**src/sv/fpa_pkg.sv**
```systemverilog
// Shared types and constants for the page-frame allocator.
package fpa_pkg;

	localparam int ID_W    = 16;
	localparam int LEN_W   = 20;
	localparam int ST_W    = 3;
	localparam int PIDX_W  = 6;
	localparam int NEED_W  = 7;
	localparam int TOT_W   = 21;

	localparam logic [ST_W-1:0] ST_ASSIGNED   = 3'd0;
	localparam logic [ST_W-1:0] ST_FREED      = 3'd1;
	localparam logic [ST_W-1:0] ST_NO_SPACE   = 3'd2;
	localparam logic [ST_W-1:0] ST_Q_EMPTY    = 3'd3;
	localparam logic [ST_W-1:0] ST_Q_FULL     = 3'd4;
	localparam logic [ST_W-1:0] ST_NONE_FREED = 3'd5;

	typedef struct packed {
		logic              is_free;
		logic [ID_W-1:0]   id;
		logic [NEED_W-1:0] need;
	} cmd_t;

endpackage

```
**src/sv/fpa_if.sv**
```systemverilog
// Request and result channel interfaces of the page-frame allocator.
interface fpa_req_if;
	logic        valid;
	logic        ready;
	logic        req_type;
	logic [15:0] process_id;
	logic [19:0] content_bytes;

	modport source(output valid, output req_type, output process_id, output content_bytes,
		input ready);
	modport sink(input valid, input req_type, input process_id, input content_bytes,
		output ready);
endinterface

interface fpa_rsp_if;
	logic        valid;
	logic        ready;
	logic [2:0]  status;
	logic [5:0]  page_index;
	logic [15:0] owner_id;
	logic        last;

	modport source(output valid, output status, output page_index, output owner_id,
		output last, input ready);
	modport sink(input valid, input status, input page_index, input owner_id,
		input last, output ready);
endinterface

```
**src/sv/fpa_front.sv**
```systemverilog
// Front end: accepts requests and works out the page count of each allocation.
module fpa_front #(
	parameter int NUM_PAGES  = 64,
	parameter int PAGE_BYTES = 4096,
	parameter int ID_BYTES   = 4
) (
	input  logic          clk,
	input  logic          arst_n,
	fpa_req_if.sink       req,
	output logic          cmd_valid,
	input  logic          cmd_ready,
	output fpa_pkg::cmd_t cmd
);

	localparam int ACC_MAX = (NUM_PAGES + 1) * PAGE_BYTES;
	localparam int ACC_W   = $clog2(ACC_MAX + 1);
	localparam int W       = (ACC_W > fpa_pkg::TOT_W) ? ACC_W : fpa_pkg::TOT_W;

	logic          busy_q;
	logic          cmd_valid_q;
	fpa_pkg::cmd_t cmd_q;
	logic [W-1:0]  total_q;
	logic [W-1:0]  acc_q;
	logic          done;

	assign req.ready = !busy_q && !cmd_valid_q;
	assign cmd_valid = cmd_valid_q;
	assign cmd       = cmd_q;
	assign done      = (acc_q >= total_q) ||
		(cmd_q.need == fpa_pkg::NEED_W'(NUM_PAGES + 1));

	always_ff @(posedge clk or negedge arst_n) begin
		if (!arst_n) begin
			busy_q      <= 1'b0;
			cmd_valid_q <= 1'b0;
		end else begin
			if (cmd_valid_q && cmd_ready) begin
				cmd_valid_q <= 1'b0;
			end
			if (req.valid && req.ready) begin
				cmd_q.id   <= req.process_id;
				cmd_q.need <= '0;
				if (req.req_type) begin
					cmd_q.is_free <= 1'b1;
					cmd_valid_q   <= 1'b1;
				end else begin
					cmd_q.is_free <= 1'b0;
					total_q       <= W'(req.content_bytes) + W'(ID_BYTES);
					acc_q         <= '0;
					busy_q        <= 1'b1;
				end
			end else if (busy_q) begin
				if (done) begin
					busy_q      <= 1'b0;
					cmd_valid_q <= 1'b1;
				end else begin
					acc_q      <= acc_q + W'(PAGE_BYTES);
					cmd_q.need <= cmd_q.need + fpa_pkg::NEED_W'(1);
				end
			end
		end
	end

endmodule

```
**src/sv/fpa_cmd_fifo.sv**
```systemverilog
// Two-entry command queue between the front end and the page engine.
module fpa_cmd_fifo (
	input  logic          clk,
	input  logic          arst_n,
	input  logic          in_valid,
	output logic          in_ready,
	input  fpa_pkg::cmd_t in_data,
	output logic          out_valid,
	input  logic          out_ready,
	output fpa_pkg::cmd_t out_data
);

	fpa_pkg::cmd_t entry_q [2];
	logic          wr_q;
	logic          rd_q;
	logic [1:0]    cnt_q;
	logic          push;
	logic          pop;

	assign in_ready  = (cnt_q != 2'd2);
	assign out_valid = (cnt_q != 2'd0);
	assign out_data  = entry_q[rd_q];
	assign push      = in_valid && in_ready;
	assign pop       = out_valid && out_ready;

	always_ff @(posedge clk or negedge arst_n) begin
		if (!arst_n) begin
			wr_q  <= 1'b0;
			rd_q  <= 1'b0;
			cnt_q <= 2'd0;
		end else begin
			if (push) begin
				entry_q[wr_q] <= in_data;
				wr_q          <= ~wr_q;
			end
			if (pop) begin
				rd_q <= ~rd_q;
			end
			unique case ({push, pop})
				2'b10:   cnt_q <= cnt_q + 2'd1;
				2'b01:   cnt_q <= cnt_q - 2'd1;
				default: cnt_q <= cnt_q;
			endcase
		end
	end

endmodule

```
**src/sv/fpa_back.sv**
```systemverilog
// Page engine: free bitmap, owner tags, admission queue and result register.
module fpa_back #(
	parameter int NUM_PAGES   = 64,
	parameter int QUEUE_DEPTH = 64
) (
	input  logic          clk,
	input  logic          arst_n,
	input  logic          cmd_valid,
	output logic          cmd_ready,
	input  fpa_pkg::cmd_t cmd,
	fpa_rsp_if.source     rsp
);

	localparam int PG_W  = (NUM_PAGES > 1) ? $clog2(NUM_PAGES) : 1;
	localparam int CNT_W = $clog2(NUM_PAGES + 1);
	localparam int QA_W  = (QUEUE_DEPTH > 1) ? $clog2(QUEUE_DEPTH) : 1;
	localparam int QC_W  = $clog2(QUEUE_DEPTH + 1);
	localparam int NW    = fpa_pkg::NEED_W;
	localparam int IW    = fpa_pkg::ID_W;

	typedef enum logic [1:0] {
		S_IDLE,
		S_ALLOC,
		S_FREE_ID,
		S_FREE
	} state_t;

	state_t                    state_q;
	logic [NUM_PAGES-1:0]      page_free_q;
	logic [CNT_W-1:0]          free_cnt_q;
	logic [QA_W-1:0]           head_q;
	logic [QA_W-1:0]           tail_q;
	logic [QC_W-1:0]           qcnt_q;
	logic [IW-1:0]             id_q;
	logic [NW-1:0]             need_q;
	logic [CNT_W-1:0]          k_q;
	logic [CNT_W-1:0]          idx_q;
	logic [PG_W-1:0]           pg_s1;
	logic                      v_s1;
	logic                      pend_v_q;
	logic [PG_W-1:0]           pend_pg_q;
	logic                      out_valid_q;
	logic [fpa_pkg::ST_W-1:0]  out_status_q;
	logic [fpa_pkg::PIDX_W-1:0] out_page_q;
	logic [IW-1:0]             out_owner_q;
	logic                      out_last_q;

	logic [IW-1:0]             owner_mem [NUM_PAGES];
	logic [IW-1:0]             queue_mem [QUEUE_DEPTH];
	logic [IW-1:0]             owner_rd_q;
	logic [IW-1:0]             queue_rd_q;

	logic                      adv;
	logic [PG_W-1:0]           cur_pg;
	logic                      cur_free;
	logic                      idx_end;
	logic [PG_W-1:0]           rd_addr;
	logic                      owner_we;
	logic                      queue_we;
	logic                      match;
	logic                      alloc_ok;
	logic                      last_page;
	logic                      emit;

	assign adv       = !out_valid_q || rsp.ready;
	assign cmd_ready = (state_q == S_IDLE) && adv;
	assign cur_pg    = idx_q[PG_W-1:0];
	assign cur_free  = page_free_q[cur_pg];
	assign idx_end   = (idx_q == CNT_W'(NUM_PAGES));
	assign rd_addr   = (adv && !idx_end) ? cur_pg : pg_s1;
	assign owner_we  = (state_q == S_ALLOC) && cur_free && adv;
	assign alloc_ok  = (qcnt_q != QC_W'(QUEUE_DEPTH)) && (cmd.need <= NW'(free_cnt_q));
	assign queue_we  = cmd_valid && cmd_ready && !cmd.is_free && alloc_ok;
	assign match     = v_s1 && !page_free_q[pg_s1] && (owner_rd_q == id_q);
	assign last_page = ((NW'(k_q) + NW'(1)) == need_q);

	always_comb begin
		unique case (state_q)
			S_IDLE:  emit = cmd_valid && cmd_ready &&
				(cmd.is_free ? (qcnt_q == '0) : !alloc_ok);
			S_ALLOC: emit = cur_free && adv;
			S_FREE:  emit = adv && ((idx_end && !v_s1) || (match && pend_v_q));
			default: emit = 1'b0;
		endcase
	end

	assign rsp.valid      = out_valid_q;
	assign rsp.status     = out_status_q;
	assign rsp.page_index = out_page_q;
	assign rsp.owner_id   = out_owner_q;
	assign rsp.last       = out_last_q;

	always_ff @(posedge clk) begin
		if (owner_we) begin
			owner_mem[cur_pg] <= id_q;
		end
		owner_rd_q <= owner_mem[rd_addr];
		if (queue_we) begin
			queue_mem[tail_q] <= cmd.id;
		end
		queue_rd_q <= queue_mem[head_q];
	end

	always_ff @(posedge clk or negedge arst_n) begin
		if (!arst_n) begin
			state_q     <= S_IDLE;
			page_free_q <= '1;
			free_cnt_q  <= CNT_W'(NUM_PAGES);
			head_q      <= '0;
			tail_q      <= '0;
			qcnt_q      <= '0;
			out_valid_q <= 1'b0;
			v_s1        <= 1'b0;
			pend_v_q    <= 1'b0;
		end else begin
			out_valid_q <= emit || (out_valid_q && !rsp.ready);
			unique case (state_q)
				S_IDLE: begin
					if (cmd_valid && cmd_ready) begin
						id_q   <= cmd.id;
						need_q <= cmd.need;
						k_q    <= '0;
						idx_q  <= '0;
						if (!cmd.is_free) begin
							if (qcnt_q == QC_W'(QUEUE_DEPTH)) begin
								out_status_q <= fpa_pkg::ST_Q_FULL;
								out_page_q   <= '0;
								out_owner_q  <= cmd.id;
								out_last_q   <= 1'b1;
							end else if (!alloc_ok) begin
								out_status_q <= fpa_pkg::ST_NO_SPACE;
								out_page_q   <= '0;
								out_owner_q  <= cmd.id;
								out_last_q   <= 1'b1;
							end else begin
								tail_q  <= (tail_q == QA_W'(QUEUE_DEPTH - 1)) ?
									'0 : tail_q + QA_W'(1);
								qcnt_q  <= qcnt_q + QC_W'(1);
								state_q <= S_ALLOC;
							end
						end else begin
							if (qcnt_q == '0) begin
								out_status_q <= fpa_pkg::ST_Q_EMPTY;
								out_page_q   <= '0;
								out_owner_q  <= '0;
								out_last_q   <= 1'b1;
							end else begin
								head_q  <= (head_q == QA_W'(QUEUE_DEPTH - 1)) ?
									'0 : head_q + QA_W'(1);
								qcnt_q  <= qcnt_q - QC_W'(1);
								state_q <= S_FREE_ID;
							end
						end
					end
				end
				S_ALLOC: begin
					if (cur_free) begin
						if (adv) begin
							page_free_q[cur_pg] <= 1'b0;
							free_cnt_q   <= free_cnt_q - CNT_W'(1);
							k_q          <= k_q + CNT_W'(1);
							idx_q        <= idx_q + CNT_W'(1);
							out_status_q <= fpa_pkg::ST_ASSIGNED;
							out_page_q   <= fpa_pkg::PIDX_W'(cur_pg);
							out_owner_q  <= id_q;
							out_last_q   <= last_page;
							if (last_page) begin
								state_q <= S_IDLE;
							end
						end
					end else begin
						idx_q <= idx_q + CNT_W'(1);
					end
				end
				S_FREE_ID: begin
					id_q     <= queue_rd_q;
					v_s1     <= 1'b0;
					pend_v_q <= 1'b0;
					state_q  <= S_FREE;
				end
				S_FREE: begin
					if (adv) begin
						if (idx_end && !v_s1) begin
							out_owner_q  <= id_q;
							out_last_q   <= 1'b1;
							if (pend_v_q) begin
								out_status_q <= fpa_pkg::ST_FREED;
								out_page_q   <= fpa_pkg::PIDX_W'(pend_pg_q);
							end else begin
								out_status_q <= fpa_pkg::ST_NONE_FREED;
								out_page_q   <= '0;
							end
							state_q <= S_IDLE;
						end else begin
							if (!idx_end) begin
								v_s1  <= 1'b1;
								pg_s1 <= cur_pg;
								idx_q <= idx_q + CNT_W'(1);
							end else begin
								v_s1 <= 1'b0;
							end
							if (match) begin
								page_free_q[pg_s1] <= 1'b1;
								free_cnt_q <= free_cnt_q + CNT_W'(1);
								pend_v_q   <= 1'b1;
								pend_pg_q  <= pg_s1;
								if (pend_v_q) begin
									out_status_q <= fpa_pkg::ST_FREED;
									out_page_q   <= fpa_pkg::PIDX_W'(pend_pg_q);
									out_owner_q  <= id_q;
									out_last_q   <= 1'b0;
								end
							end
						end
					end
				end
				default: state_q <= S_IDLE;
			endcase
		end
	end

endmodule

```
**src/sv/fifo_page_allocator_core.sv**
```systemverilog
// Page-frame allocator with owner tags and an admission queue of process ids.
// req carries one request per transaction: allocate (req_type 0) asks for
// ceil((content_bytes + ID_BYTES) / PAGE_BYTES) of the lowest free pages and
// admits process_id; free (req_type 1) pops the oldest admitted id and
// releases its pages in ascending order. rsp carries one transaction per page
// assigned or freed, or a single status transaction; last marks the final one.
// The front end takes a request when it is neither counting nor holding a
// command; for an allocation it adds PAGE_BYTES at a time, counting pages
// until they cover content_bytes + ID_BYTES. A two-entry command queue
// decouples it from the page engine, which walks the page table one entry per
// cycle unless a stalled rsp holds it, and takes a new command only in idle.
// Reset marks every page free and empties the admission queue; no clearing
// pass is needed. When rsp is stalled the result register holds, a free walk
// stops and an allocation walk stops at its next free page; further requests
// are taken until the command queue fills.
module fifo_page_allocator_core #(
	parameter int NUM_PAGES   = 64,
	parameter int PAGE_BYTES  = 4096,
	parameter int QUEUE_DEPTH = 64,
	parameter int ID_BYTES    = 4
) (
	input  logic      clk,
	input  logic      arst_n,
	fpa_req_if.sink   req,
	fpa_rsp_if.source rsp
);

	logic          fr_valid;
	logic          fr_ready;
	fpa_pkg::cmd_t fr_cmd;
	logic          bk_valid;
	logic          bk_ready;
	fpa_pkg::cmd_t bk_cmd;

	fpa_front #(
		.NUM_PAGES (NUM_PAGES),
		.PAGE_BYTES(PAGE_BYTES),
		.ID_BYTES  (ID_BYTES)
	) u_front (
		.clk      (clk),
		.arst_n   (arst_n),
		.req      (req),
		.cmd_valid(fr_valid),
		.cmd_ready(fr_ready),
		.cmd      (fr_cmd)
	);

	fpa_cmd_fifo u_cmd_fifo (
		.clk      (clk),
		.arst_n   (arst_n),
		.in_valid (fr_valid),
		.in_ready (fr_ready),
		.in_data  (fr_cmd),
		.out_valid(bk_valid),
		.out_ready(bk_ready),
		.out_data (bk_cmd)
	);

	fpa_back #(
		.NUM_PAGES  (NUM_PAGES),
		.QUEUE_DEPTH(QUEUE_DEPTH)
	) u_back (
		.clk      (clk),
		.arst_n   (arst_n),
		.cmd_valid(bk_valid),
		.cmd_ready(bk_ready),
		.cmd      (bk_cmd),
		.rsp      (rsp)
	);

endmodule

```
**src/flat_wrapper.sv**
```systemverilog
// flat-port wrapper written by rule: the top's interface ports become plain ports
module fifo_page_allocator_core_flat 
#(
	parameter int NUM_PAGES   = 64,
	parameter int PAGE_BYTES  = 4096,
	parameter int QUEUE_DEPTH = 64,
	parameter int ID_BYTES    = 4
)
  (clk, arst_n, req_valid, req_req_type, req_process_id, req_content_bytes, req_ready, rsp_valid, rsp_status, rsp_page_index, rsp_owner_id, rsp_last, rsp_ready);
  fpa_req_if req_i ();
  fpa_rsp_if rsp_i ();
  input  logic clk;
  input  logic arst_n;
  input wire logic [$bits(req_i.valid)-1:0] req_valid;
  input wire logic [$bits(req_i.req_type)-1:0] req_req_type;
  input wire logic [$bits(req_i.process_id)-1:0] req_process_id;
  input wire logic [$bits(req_i.content_bytes)-1:0] req_content_bytes;
  output wire logic [$bits(req_i.ready)-1:0] req_ready;
  output wire logic [$bits(rsp_i.valid)-1:0] rsp_valid;
  output wire logic [$bits(rsp_i.status)-1:0] rsp_status;
  output wire logic [$bits(rsp_i.page_index)-1:0] rsp_page_index;
  output wire logic [$bits(rsp_i.owner_id)-1:0] rsp_owner_id;
  output wire logic [$bits(rsp_i.last)-1:0] rsp_last;
  input wire logic [$bits(rsp_i.ready)-1:0] rsp_ready;
  assign req_i.valid = req_valid;
  assign req_i.req_type = req_req_type;
  assign req_i.process_id = req_process_id;
  assign req_i.content_bytes = req_content_bytes;
  assign req_ready = req_i.ready;
  assign rsp_valid = rsp_i.valid;
  assign rsp_status = rsp_i.status;
  assign rsp_page_index = rsp_i.page_index;
  assign rsp_owner_id = rsp_i.owner_id;
  assign rsp_last = rsp_i.last;
  assign rsp_i.ready = rsp_ready;
  fifo_page_allocator_core #(.NUM_PAGES(NUM_PAGES), .PAGE_BYTES(PAGE_BYTES), .QUEUE_DEPTH(QUEUE_DEPTH), .ID_BYTES(ID_BYTES)) u_core (.clk(clk), .arst_n(arst_n), .req(req_i), .rsp(rsp_i));
endmodule
```
**config.mk**
```make
export PLATFORM = sky130hd
export DESIGN_NAME = fifo_page_allocator_core_flat
export DESIGN_NICKNAME = d
export VERILOG_FILES = /design/src/sv/fpa_pkg.sv /design/src/sv/fpa_if.sv /design/src/sv/fpa_front.sv /design/src/sv/fpa_cmd_fifo.sv /design/src/sv/fpa_back.sv /design/src/sv/fifo_page_allocator_core.sv /design/src/flat_wrapper.sv
export SDC_FILE = /design/constraint.sdc
export NUM_CORES = 2
export LEC_CHECK = 0
export ABC_AREA = 0
export ABC_CLOCK_PERIOD_IN_PS = 6250
export BUFFER_PORTS_ARGS = -buffer_cell sky130_fd_sc_hd__buf_2
export CAP_MARGIN = 5
export CORE_MARGIN = 3
export CORE_UTILIZATION = 40
export CTS_BUF_LIST = sky130_fd_sc_hd__clkbuf_2
export CTS_CLUSTER_DIAMETER = 40
export DETAILED_ROUTE_END_ITERATION = 8
export GPL_ROUTABILITY_DRIVEN = 0
export GPL_TIMING_DRIVEN = 0
export HOLD_SLACK_MARGIN = 0.15
export MAX_ROUTING_LAYER = met4
export SETUP_SLACK_MARGIN = 0.02
export SLEW_MARGIN = 20
export SYNTH_ARGS = -nofsm -noshare
export SYNTH_HDL_FRONTEND = slang
export SYNTH_SLANG_ARGS = --single-unit
```
**constraint.sdc**
```tcl
create_clock -name clk -period 6.25 [get_ports clk]
set_input_delay 0.9375 -clock clk [delete_from_list [all_inputs] [get_ports clk]]
set_output_delay 0.9375 -clock clk [all_outputs]
set_load 0.005 [all_outputs]
```
==> flow_metrics.py <==
metrics = {
    "status": {
        "outcome": "finished clean",
    },
    "pwr": {
        "p_leak_nw": 36.6,
        "power_frac_clock_pct": 22.0,
        "peakVddDrop_mv": 0.215,
        "pwr-share-comb_pct": 35.7,
        "switching_share_pct": 37.8,
        "powerDensity_nw_per_um2": 430,
        "intPower_mw": 29.1,
        "p_sw_mw": 17.7,
        "seqPwrFrac_pct": 42.3,
    },
    "detailed_routing": {
        "wire_per_inst_microns": 28.1,
        "wl_mm": 274,
        "drtAntennaViolNets": 0,
        "drtPass1Iterations": 7,
        "drc_errors": 0,
        "vias_per_cell": 5.74,
        "drt_iter0_markers": 7011,
        "vias": 55977,
    },
    "critical_path": {
        "worstPathRequired_ns": 8.09,
        "cp.arrival_ns": 7.71,
        "cp_max_fo": 10,
        "cp-end-kind": "register",
        "r2r_setup_slack_ns": 0.38,
        "critPathLaunchType": "register",
        "worstSetupStartpoint": "u_core.u_back.idx_q[0]",
        "crit_type": "register to register",
        "r2r-start": "u_core.u_back.idx_q[0]",
    },
    "floorplanning": {
        "die_y_microns": 491,
        "start_util_pct": 40.4,
        "die_w_microns": 491,
        "dieArea_sq_um": 241000,
        "boundaryPins": 69,
        "core_sq_um": 233000,
        "rows": 177,
    },
    "clocking": {
        "cts_buffers": 597,
        "cts_sinks": 2358,
        "cts_resized": 0,
        "cts_max_path_buffers": 4,
        "htree_levels": 6,
        "root_buffer": "clkbuf_2",
        "clock_latency_ns": 1.89,
        "clk_pin_slew_worst_paths_ns": 0.13,
        "cts_setup_buffers": 0,
        "cts_tree": "yes",
        "cts_hold_buf": 110,
    },
    "hold_path": {
        "min_from": "req_process_id[1]",
        "hold_class": "primary input to register",
    },
    "grt": {
        "grt_pass1_wl_mm": 394,
        "grt_max_degree": 65,
        "overflow": 0,
        "antenna_found_initial": 11,
        "grt_pass1_vias": 56608,
        "track_usage_pct": 23.0,
    },
    "placed_design": {
        "io_buffer_count": 68,
        "dp_hpwl_mm": 192,
        "dp_worst_setup_slack_ns": 0.573,
    },
    "sta": {
        "max_freq_mhz": 170,
        "worst_pin_slew_ns": 1.42,
        "finalClockSkew_ns": 0.173,
        "rsz0062_at_grt": "false",
        "slew_viol_final": 0,
        "fin_ws_ns": 0.380,
        "finalCritPeriodShare_pct": 93.9,
        "finalSetupViolCount": 0,
        "hold_viol": 0,
        "min_period_ns": 5.87,
        "slew_headroom_pct": 3.22,
    },
    "yosys": {
        "synth-seq-area-share_pct": 74.4,
        "synth_warnings": 0,
        "synth_top_area_cell": "edfxtp_1",
        "netlist-cell-type-count": 89,
        "synth.top_cell.area_share_pct": 70.9,
        "synth_area_leaders": "edfxtp_1 71%, mux4_2 8.4%, a211oi_1 3.1%",
        "synth_nets": 5281,
        "synth_cells": 5202,
        "synth.avg_cell_area_sq_um": 18.1,
        "synth-seq-cells": 2358,
        "synth_ff_type": "edfxtp_1",
        "synth-edff-count": 2225,
        "async_flop_share_pct": 4.28,
        "mappedNetlistArea_sq_um": 94200,
    },
    "cells_and_area": {
        "layout-drive-gt1-share_pct": 29.2,
        "nNetsFinal": 6315,
        "area_growth_pct": 15.2,
        "fill_cells": 20231,
        "final_util_pct": 46.5,
    },
    "job": {
        "drv_cap": 0,
    },
}
==> synth_stat cells, types with 7 or more instances <==
cell type  number
a2111oi_0     130
a211oi_1      387
a21boi_0        8
a21o_1         11
a21oi_1        36
a22oi_1        65
and2_1         13
and3_1        402
buf_1          50
buf_2          42
buf_4          16
clkbuf_1      265
dfrtp_1        36
dfstp_2        65
dfxtp_1        32
edfxtp_1     2225
ha_1           36
inv_1          89
mux2_2         19
mux2i_1       170
mux4_2        350
nand2_1        80
nand2b_1       10
nand3_1        47
nand3b_1       15
nand4_1        37
nor2_1        164
nor2b_1        17
nor3_1         49
o211ai_1        9
o21ai_0        43
o22ai_1        35
o31ai_1        39
o41ai_1         9
or2_2           7
or3_1           9
or3b_2          8
xnor2_1        55
xor2_1         18
==> worst paths after layout <==
kind,endpoint,cells after the start
min,u_core.u_front.cmd[8],3
max reg2reg,u_core.u_back.owner_rd_q[6],14
min in group asynchronous,u_core.u_back.head_q[1],5
max in group asynchronous,u_core.u_back.free_cnt_q[6],6
min reg2reg,u_core.u_cmd_fifo.entry_q[0][7],0
max,u_core.u_back.owner_rd_q[6],14
==> layer usage <==
layer	part of all wire (%)	track usage [%]	vias to the layer above	routed length, microns
met4	4.5	10.1	0	12400
met2	48	35.5	3010	130000
met1	39	29.3	28586	107000
li1	-	-	23799	-
met5	0	-	-	0
met3	9.0	5.13	582	24600
==> kinds of logic (layout without fill, tap and decap cells) <==
kind of cell / Yosys count / after routing / share of synthesized area, %
muxes: 544 / 544 / 10.5
and+or+nand+nor: 884 / 884 / 5.20
xor gates and xnor gates: 77 / 77 / 0.774
adders and majority gates: 38 / 38 / 0.520
buffers and inverters: 468 / 1877 / 2.02
other: 0 / 12 / 0
AOI/OAI and AO/OA: 833 / 833 / 6.68
DFF: 2358 / 2358 / 74.4
==> cell type report <==
class                           count  area (sq um)  share of cell area, %
Clock buffer                      849          4250                   3.91
Timing Repair Buffer              435          4660                   4.29
Clock inverter                    125           832                  0.766
Multi-Input combinational cell   2376         22900                   21.1
Tap cell                         3132          3920                   3.61
Sequential cell                  2358         70100                   64.5
Antenna cell                       12          30.0                 0.0277
Inverter                           91           359                  0.331
Buffer                            377          1580                   1.45
==> state kept, by name, indices dropped and copies added (netlist names), 9 cells and up <==
name,flops
u_core.u_front.acc_q,9
u_core.u_front.cmd,24
u_core.u_back.queue_mem,1024
u_core.u_back.page_free_q,64
u_core.u_back.queue_rd_q,16
u_core.u_cmd_fifo.entry_q,48
u_core.u_back.id_q,16
u_core.u_back.rsp.owner_id,16
u_core.u_back.owner_mem,1024
u_core.u_front.total_q,21
u_core.u_back.owner_rd_q,16
==> stage by stage <==
stage                     instances  hold slack (ns)  setup TNS, ns  instance area [sq um]  total power [mW]
after floorplan                5202            0.421              0                  94200              29.0
after global placement         8402            0.424         -68.25                  98500              35.6
after detailed placement       8659            0.431              0                 102000              36.6
after CTS                      9743            0.151              0                 109000              46.8
after global routing           9754            0.180              0                 109000              48.6
final                          9755            0.407              0                 109000              46.7
==> power groups by stage <==
| stage | clock (mW) | combinational (mW) | sequential [mW] |
|---|---|---|---|
| 2_1_floorplan | 0 | 8.73 | 20.2 |
| 3_3_place_gp | 0 | 14.6 | 21.0 |
| 3_5_place_dp | 0 | 16.4 | 20.1 |
| 4_1_cts | 10.5 | 16.5 | 19.8 |
| 5_1_grt | 11.3 | 17.4 | 19.8 |
| 6_report | 10.3 | 16.7 | 19.8 |
==> critical path, cell delays in order (launching register included) <==
cell       delay, ns
edfxtp_1        0.45
buf_2           0.42
buf_4           0.28
clkinv_1        0.27
ha_1            0.31
nand4b_1        0.11
o22a_1          0.17
buf_2           0.35
clkbuf_1        0.88
clkbuf_1        0.70
and3_1          0.26
a211oi_1        0.06
a2111oi_0       0.94
a22oi_1         0.42
nand4_1         0.20
==> placed cells by master, fill, tap and decap left out, types with 15 or more instances in the layout <==
master / count
a2111oi_0: 81
a2111oi_1: 36
a211oi_1: 386
a21oi_1: 36
a22oi_1: 65
and3_1: 402
buf_1: 41
buf_16: 18
buf_2: 121
buf_4: 93
buf_6: 72
buf_8: 74
clkbuf_1: 259
clkbuf_2: 860
clkinv_1: 88
dfrtp_1: 36
dfstp_2: 65
dfxtp_1: 32
dlygate4sd3_1: 109
edfxtp_1: 2225
ha_1: 36
inv_1: 73
inv_2: 20
mux2_2: 19
mux2i_1: 170
mux4_2: 350
nand2_1: 80
nand3_1: 46
nand3b_1: 15
nand4_1: 37
nor2_1: 79
nor2_2: 77
nor2b_1: 16
nor3_2: 43
o21ai_0: 43
o22ai_1: 35
o31ai_1: 39
xnor2_1: 55
xor2_1: 18
No activity file was read; power rests on OpenSTA's default activity.
